File: src/rtl/opt_pkg.sv
// shared types, constants and outcome codes of the opcode target predictor
`timescale 1ns / 1ps

package opt_pkg;

    localparam int OPCODE_COUNT_DEF = 256;
    localparam int COUNT_BITS_DEF   = 32;

    localparam logic [3:0] USAGE_CEIL = 4'd8;
    localparam logic [3:0] USAGE_INIT = 4'd4;
    localparam logic [1:0] CONF_CEIL  = 2'd3;
    localparam logic [1:0] CONF_INIT  = 2'd3;

    localparam logic [2:0] OUTC_PREDICT        = 3'd0;
    localparam logic [2:0] OUTC_IGNORED        = 3'd1;
    localparam logic [2:0] OUTC_LEARNED        = 3'd2;
    localparam logic [2:0] OUTC_CORRECT        = 3'd3;
    localparam logic [2:0] OUTC_WRONG_KEPT     = 3'd4;
    localparam logic [2:0] OUTC_WRONG_REPLACED = 3'd5;

    localparam logic ACT_PREDICT = 1'b0;
    localparam logic ACT_UPDATE  = 1'b1;

    typedef struct packed {
        logic               action;
        logic [7:0]         opcode;
        logic signed [63:0] correct_target;
    } opt_req_t;

    typedef struct packed {
        logic signed [63:0] predicted_target;
        logic [2:0]         outcome;
        logic               entry_valid;
        logic [31:0]        hit_count;
        logic [31:0]        miss_count;
    } opt_rsp_t;

    typedef struct packed {
        logic clear;
        logic load;
        logic exec;
    } opt_cmd_t;

    typedef struct packed {
        logic clear_last;
    } opt_sts_t;

endpackage

File: src/rtl/opt_ctrl.sv
// controller state machine: clearing pass, idle, execute
`timescale 1ns / 1ps

module opt_ctrl
(
    input  logic              clk,
    input  logic              rst_n,
    input  logic              start,
    input  opt_pkg::opt_sts_t sts,
    output opt_pkg::opt_cmd_t cmd,
    output logic              busy
);
    import opt_pkg::*;

    typedef enum logic [2:0]
    {
        ST_CLEAR = 3'b001,
        ST_IDLE  = 3'b010,
        ST_EXEC  = 3'b100
    } state_t;

    state_t state_reg;
    state_t state_next;

    always_ff @(posedge clk or negedge rst_n)
    begin
        if (!rst_n)
        begin
            state_reg <= ST_CLEAR;
        end
        else
        begin
            state_reg <= state_next;
        end
    end

    always_comb
    begin
        state_next = state_reg;
        cmd        = '0;
        busy       = 1'b1;
        case (state_reg)
            ST_CLEAR:
            begin
                cmd.clear = 1'b1;
                if (sts.clear_last)
                begin
                    state_next = ST_IDLE;
                end
            end
            ST_IDLE:
            begin
                busy = 1'b0;
                if (start)
                begin
                    cmd.load   = 1'b1;
                    state_next = ST_EXEC;
                end
            end
            ST_EXEC:
            begin
                cmd.exec   = 1'b1;
                state_next = ST_IDLE;
            end
            default:
            begin
                state_next = ST_CLEAR;
            end
        endcase
    end

endmodule

File: config.mk
export PLATFORM = sky130hd
export DESIGN_NAME = opt_ctrl
export DESIGN_NICKNAME = d
export VERILOG_FILES = /design/src/rtl/opt_pkg.sv /design/src/rtl/opt_ctrl.sv
export SDC_FILE = /design/constraint.sdc
export NUM_CORES = 1
export LEC_CHECK = 0
export ABC_AREA = 0
export BUFFER_PORTS_ARGS = -buffer_cell sky130_fd_sc_hd__buf_2
export CAP_MARGIN = 0
export CORE_AREA = 2 2 39 41
export CTS_CLUSTER_DIAMETER = 150
export CTS_CLUSTER_SIZE = 30
export DETAILED_ROUTE_END_ITERATION = 16
export DIE_AREA = 0 0 41 43
export GPL_TIMING_DRIVEN = 0
export SLEW_MARGIN = 10
export SYNTH_ARGS = -nofsm -noshare
export SYNTH_HDL_FRONTEND = slang
export SYNTH_SLANG_ARGS = --single-unit
export TNS_END_PERCENT = 1
File: constraint.sdc
create_clock -name clk -period 1 [get_ports clk]
set_input_delay 0.2 -clock clk [delete_from_list [all_inputs] [get_ports clk]]
set_output_delay 0.2 -clock clk [all_outputs]
set_load 0.05 [all_outputs]
==> impl_results.md, run 1 <==
- Max FO, Critical Path: 4
- Die ar.: 0.00176 sq mm
- First-pass GRT wire length: 759 microns
- # fillers: 154
- Post-Syn Instances: 15
- FF-to-FF Start: state_reg[0]
- Crit path DAT: 1.29 ns
- Number of I/O pins: 8
- Outcome: finished, violations left
- CP Capture Type: output port
- HP Class: in -> reg
- H-tree depth: 1
- Vias in the first global route: 192
- DR iter-0 viols: 8
- Fraction of layout cells with a size suffix above 1: 0.733
- Post-DP Area: 234 sq um
- Worst endpoint required time: 0.80 ns
- Die X: 41 microns
- Least-Margin Pin Slew: 0.224 ns
- Netlist Area Pre-Place: 154 sq um
- Hold slack final: 0.275 ns
- Post-route minimum period: 1.49 ns
- DR pass1 iterations: 2
- Mapped Avg Cell Area: 10.3 sq um
- Leakage: 0.151 nW
- Buffers plus inverters on the worst setup path: 1
- Drt drc: 0
- Sink of the worst hold path: state_reg[2]
- Die H: 43 microns
- Final Non-Filler Cells: 46
- Final setup violating endpoints: 5
- Tcrit/Tclk final: 1.49
- Post-DP HPWL: 258 microns
- GR Overflow Total: 0
- Net count after synthesis: 19
- Sequential fraction of the synthesis area: 0.496
- Final Routed Wirelength: 437 microns
- Count of different cell masters after synthesis: 12
- Setup TNS: -1.89 ns
- Core footprint: 0.00138 sq mm
- Initial Util: 0.111
- # rows: 14
- Critical path's top delay family: simple AND/OR/NAND/NOR gates
- Pins over their slew limit: 0
- Via count: 170
- Startpoint Class: register
- R2R cell count: 3
- Post-Route Skew: 0.00273 ns
- Pwr Density: 3200 mW/mm^2
- Max_cap viols: 0
- Synthesized flop and latch total: 3
- Total CTS buffers: 3
- GPL Wtd Cong: 0.699
- Hold Violations, Final: 0
- Fmax: 0.672 GHz
- Hold path cells: 3
- Routed WL per cell: 9.50 microns
- Worst skew pair latency: 0.23 ns
- Initial antenna violation count: 0
- Largest register FFs: 3
- Failing checks: setup timing
- Gr usage total: 0.0695
- # diodes: 0
- Commonest non-fill, non-tap cells in the layout: buf_2, buf_6, clkbuf_4
- IO buf count: 7
- CTS sink cnt: 3
- WS Path Type: reg -> out
- Cell chain of the critical path: or3b_4 > nor2_4 > buf_8
- Area Overhead vs Synth: 120%
- Worst-path clk slew: 0.04 ns
- Post-Place Cells: 38
- Design Area, Final: 339 sq um
- Via density per instance: 3.70
- Synthesis warning total: 0
- CP max stage cell: or3b_4
- Post-route ant nets: 0
- CTS tree: yes
- Peak VDD IR: 737 uV
- Nets: 35
- CTS Buffer Depth: 2
- Reg2reg setup slack: -0.21 ns
- Final core occ: 0.245
- Worst stage delay on the critical path: 0.42 ns
- HP Start: start
- Final setup margin: -0.488 ns
- Largest net degree at the start of global routing: 6
- RSZ-0062 raised after global routing: yes
- Clk root buf: clkbuf_4
- R2R Path End: state_reg[1]
- Slew headroom: 0.849
## tightest hold or removal path, cell delays in order
cell and delay, ns:
buf_2 0.10, inv_1 0.10, nor2_1 0.06
## cell usage after synthesis
| cell | number | share of area |
|---|---|---|
| nor4b_1 | 1 | 0.057 |
| inv_1 | 2 | 0.049 |
| dfrtp_1 | 2 | 0.33 |
| dfstp_2 | 1 | 0.17 |
| nor4bb_1 | 1 | 0.065 |
| nor3b_1 | 1 | 0.049 |
| or3_1 | 1 | 0.041 |
| a21oi_1 | 1 | 0.032 |
| or3b_4 | 1 | 0.073 |
| xor2_1 | 1 | 0.057 |
| nor3_1 | 1 | 0.032 |
| nor2_1 | 2 | 0.049 |
## through the flow
stage	total power, mW	setup slack, ns
after floorplan	0.601	-0.449
after global placement	0.678	-0.425
after detailed placement	0.679	-0.430
after CTS	1.04	-0.502
after global routing	1.15	-0.521
final	1.09	-0.488
## power breakdown
part	internal, mW	total, mW	switching (mW)
Combinational	0.288	0.637	0.349
Sequential	0.186	0.234	0.0485
Clock	0.150	0.214	0.0646
Total	0.623	1.09	0.462
## per-layer routing
layer,up-vias,track usage,routed length (microns),part of all wire
met3,2,0.0157,26,0.059
met5,-,0,0,0
met4,0,0.0800,15,0.034
met1,78,0.0747,181,0.41
li1,83,-,-,-
met2,7,0.0969,213,0.49
## kinds of logic after synthesis
group,synth area share
flops,0.496
simple gates,0.366
compound gates,0.0325
xor+xnor,0.0569
buf+inv,0.0488
## cell type report
class	count	area, sq um	share of cell area
inverters	2	7.51	0.0221
clock buffers	4	26.3	0.0775
multi-input cells	10	109	0.321
flip-flops and latches	3	78.8	0.232
well taps	16	20.0	0.0590
repair buffers	11	97.6	0.288
## timing repair
item | CTS | global route
endpoints found under the hold margin | 3 | 0
hold buffers | 1 | 0
buffers inserted | 2 | 1
pin swaps | 3 | 2
resized for setup | 10 | 3
setup endpoints to repair | 7 | 7
## how the worst max path moves through the flow
| stage | from | to | depth (start not counted) |
|---|---|---|---|
| 2_1_floorplan | state_reg[2] | cmd[1] | 2 |
| 3_3_place_gp | state_reg[2] | cmd[1] | 3 |
| 3_5_place_dp | state_reg[2] | cmd[1] | 3 |
| 4_1_cts | state_reg[2] | cmd[1] | 3 |
| 5_1_grt | state_reg[0] | cmd[1] | 3 |
| 6_report | state_reg[0] | cmd[1] | 3 |
(Power assumes the default switching activity.)
==> inputs of run 2 (changes only) <==
clock period = 1.9 ns   (was 1 ns; I/O delays follow)
==> impl_results.md, run 2 (synthesized netlist as in run 1, its figures left out) <==
- Final setup margin: 0.0772 ns
- Crit path DAT: 1.44 ns
- Startpoint Class: register
- Largest net degree at the start of global routing: 7
- Buffers plus inverters on the worst setup path: 1
- Hold Violations, Final: 0
- Leakage: 0.127 nW
- Die H: 43 microns
- Worst endpoint required time: 1.52 ns
- CTS tree: yes
- Post-DP HPWL: 275 microns
- Pins over their slew limit: 0
- Worst stage delay on the critical path: 0.44 ns
- CP Capture Type: output port
- Fmax: 0.549 GHz
- DR iter-0 viols: 3
- Post-Route Skew: 0.000671 ns
- Vias in the first global route: 172
- Via density per instance: 3.63
- First-pass GRT wire length: 655 microns
- Critical path's top delay family: simple AND/OR/NAND/NOR gates
- Worst-path clk slew: 0.04 ns
- Clk root buf: clkbuf_4
- Max FO, Critical Path: 6
- Core footprint: 0.00138 sq mm
- Max_cap viols: 0
- Pwr Density: 1780 mW/mm^2
- WS Path Type: reg -> out
- HP Class: in -> reg
- Routed WL per cell: 8.70 microns
- GPL Wtd Cong: 0.647
- Initial Util: 0.111
- Crit path from: state_reg[1]
- Setup WS pre-CTS: 0.317 ns
- GR Overflow Total: 0
- Cell chain of the critical path: or3b_4 > nor2_1 > buf_2
- Area Overhead vs Synth: 62.6%
- Worst skew pair latency: 0.23 ns
- Slew headroom: 0.769
- Post-route minimum period: 1.82 ns
- HP Start: start
- H-tree depth: 1
- Die X: 41 microns
- Via count: 156
- Outcome: completed
- Post-CTS setup buffers: 0
- Post-route ant nets: 0
- CTS Buffer Depth: 2
- Die ar.: 0.00176 sq mm
- Initial antenna violation count: 0
- # rows: 14
- Least-Margin Pin Slew: 0.341 ns
- Commonest non-fill, non-tap cell in the layout: buf_2
- Nets: 32
- Gr usage total: 0.0652
- CTS sink cnt: 3
- FF-to-FF Start: state_reg[0]
- Tcrit/Tclk final: 0.959
- Final Routed Wirelength: 374 microns
- Peak VDD IR: 271 uV
- Final setup violating endpoints: 0
- IO buf count: 7
- Total CTS buffers: 3
- Post-cts resize count: 0
- # diodes: 0
- Commonest non-fill, non-tap cells in the layout: buf_2, clkbuf_4, inv_1, nor2_1, dfrtp_1
- Fraction of layout cells with a size suffix above 1: 0.481
- DR pass1 iterations: 2
- # fillers: 161
- CP max stage cell: dfrtp_1
- Drt drc: 0
- Largest register FFs: 3
- Number of I/O pins: 8
- Hold slack final: 0.396 ns
- RSZ-0062 raised after global routing: no
## run 2: tightest hold or removal path: cells and delay by family
family,cells,cell delay (ns)
buf+inv,2,0.17
simple gates,1,0.04
## run 2: layout make-up
| class | instances | area [sq um] | share of cell area |
|---|---|---|---|
| inverter | 2 | 7.51 | 0.0300 |
| timing repair buffer | 8 | 45.0 | 0.180 |
| sequential | 3 | 76.3 | 0.305 |
| tap | 16 | 20.0 | 0.0800 |
| multi-input combinational | 10 | 75.1 | 0.300 |
| clock buffer | 4 | 26.3 | 0.105 |
## run 2: stage by stage
step           utilization  area (sq um)  total power [mW]  TNS (ns)  cells
3_3_place_gp         0.155           214             0.326         0     38
2_1_floorplan            -           159             0.286    -0.220     15
3_5_place_dp         0.155           214             0.331         0     38
5_1_grt              0.181           250             0.476         0     43
4_1_cts              0.181           250             0.450         0     43
6_report             0.181           250             0.445         0     43
## run 2: routing by layer
| metal | vias up | global-route usage | share of wire |
|---|---|---|---|
| met1 | 77 | 0.0513 | 0.30 |
| met3 | 0 | 0.0314 | 0.043 |
| li1 | 75 | - | - |
| met2 | 4 | 0.0875 | 0.65 |
| met4 | 0 | 0.100 | 0 |
| met5 | - | 0 | 0 |
## run 2: where the power goes
part | switching, mW | internal, mW
combinational | 0.130 | 0.0673
clock | 0.0361 | 0.0789
sequential | 0.0377 | 0.0950
## run 2: what timing repair did
item                                    in CTS  in global routing
hold buffers                                 1                  0
endpoints found under the hold margin        2                  0
endpoints found under the setup margin       0                  0
## run 2: path summary, 6_finish.rpt
check | cells past startpoint | slack, ns | to
max | 3 | 0.08 | cmd[1]
min | 3 | 0.40 | state_reg[2]
max reg2reg | 2 | 0.77 | state_reg[1]
min reg2reg | 2 | 0.54 | state_reg[0]
max in group asynchronous | 2 | 1.24 | state_reg[0]
min in group asynchronous | 2 | 0.46 | state_reg[2]
==> inputs of run 3 (changes only) <==
CTS_BUF_LIST = sky130_fd_sc_hd__clkbuf_8 sky130_fd_sc_hd__clkbuf_16   (was unset)
==> impl_results.md, run 3 (synthesized netlist as in run 1, its figures left out) <==
- Post-route minimum period: 1.80 ns
- Largest register FFs: 3
- FF-to-FF Start: state_reg[0]
- Core footprint: 0.00138 sq mm
- R2R cell count: 2
- Initial Util: 0.111
- Hold Violations, Final: 0
- Nets: 32
- HP Class: in -> reg
- Pwr Total: 510 uW
- # rows: 14
- Post-route ant nets: 0
- Die X: 41 microns
- CP Capture Type: output port
- Fmax: 0.555 GHz
- WS Path Type: reg -> out
- DR pass1 iterations: 2
- Commonest non-fill, non-tap cell in the layout: buf_2
- Number of I/O pins: 8
- CTS tree: yes
- Post-CTS setup buffers: 0
- GR Overflow Total: 0
- Pwr Density: 1900 mW/mm^2
- Worst endpoint required time: 1.52 ns
- Area Overhead vs Synth: 74.8%
- Routed WL per cell: 8.58 microns
- Peak VDD IR: 319 uV
- Hold slack final: 0.418 ns
- Least-Margin Pin Slew: 0.340 ns
- GPL Wtd Cong: 0.647
- Via density per instance: 3.56
- Initial antenna violation count: 0
- IO buf count: 7
- First-pass GRT wire length: 655 microns
- CTS Buffer Depth: 2
- Fraction of layout cells with a size suffix above 1: 0.481
- Setup TNS: 0 ns
- Via count: 153
- Clk root buf: clkbuf_8
- Sink of the worst hold path: state_reg[2]
- Post-DP HPWL: 275 microns
- Crit path DAT: 1.42 ns
- Max_cap viols: 0
- Tcrit/Tclk final: 0.948
- Final Routed Wirelength: 369 microns
- R2R Path End: state_reg[1]
- Final core occ: 0.194
- Final setup violating endpoints: 0
- Gr usage total: 0.0652
- Pins over their slew limit: 0
- Worst skew pair latency: 0.22 ns
- Largest net degree at the start of global routing: 7
- HP Start: start
- Reg2reg setup slack: 0.78 ns
- Die ar.: 0.00176 sq mm
- Total CTS buffers: 3
- Max FO, Critical Path: 6
- Outcome: completed
- Post-Route Skew: 0.00285 ns
- DR iter-0 viols: 3
- Worst-path clk slew: 0.03 ns
- Leakage: 0.139 nW
- Vias in the first global route: 171
- # diodes: 0
- H-tree depth: 1
- Hold path cells: 3
- CTS sink cnt: 3
- Die H: 43 microns
- RSZ-0062 raised after global routing: no
- Drt drc: 0
- Commonest non-fill, non-tap cells in the layout: buf_2, inv_1, clkbuf_8
- Post-DP Area: 214 sq um
- Design Area, Final: 269 sq um
- Startpoint Class: register
- Slew headroom: 0.770
==> run 3: layout make-up <==
class	count	area (sq um)
timing repair buffer	8	45.0
sequential	3	76.3
multi-input combinational	10	75.1
tap	16	20.0
fill	159	1110
clock inverter	1	3.75
inverter	2	7.51
clock buffer	3	41.3
==> run 3: worst max-delay path, stage by stage (launching register included) <==
cell and delay [ns]:
dfrtp_1 0.43, or3b_4 0.41, nor2_1 0.09, buf_2 0.26
==> run 3: through the flow <==
stage	setup slack, ns	instances
2_1_floorplan	-0.112	15
3_3_place_gp	0.329	38
3_5_place_dp	0.317	38
4_1_cts	0.0844	43
5_1_grt	0.0360	43
6_report	0.0991	43
==> run 3: routing by layer <==
metal / global-route usage / vias to the layer above / part of all wire
li1: - / 75 / -
met4: 0.100 / 0 / 0
met3: 0.0314 / 0 / 0.035
met2: 0.0875 / 2 / 0.66
met1: 0.0513 / 76 / 0.31
met5: 0 / - / 0
==> run 3: report_power, final <==
part | internal (mW) | total, mW | leakage, nW | switching (mW)
clock | 0.138 | 0.181 | 0.0269 | 0.0433
sequential | 0.0951 | 0.132 | 0.0371 | 0.0371
combinational | 0.0673 | 0.197 | 0.0753 | 0.129
total | 0.300 | 0.510 | 0.139 | 0.210
==> run 3: timing repair <==
action                    CTS  global route
gates resized for setup     0             0
hold endpoints to repair    2             0
hold buffers                1             0
==> run 3: worst max-delay path by stage <==
stage              to          from  depth (start not counted)  slack [ns]
2_1_floorplan  cmd[0]  state_reg[2]                          1       -0.11
5_1_grt        cmd[1]  state_reg[1]                          3        0.04
3_5_place_dp   cmd[1]  state_reg[1]                          3        0.32
6_report       cmd[1]  state_reg[1]                          3         0.1
3_3_place_gp   cmd[1]  state_reg[1]                          3        0.33
4_1_cts        cmd[1]  state_reg[1]                          3        0.08
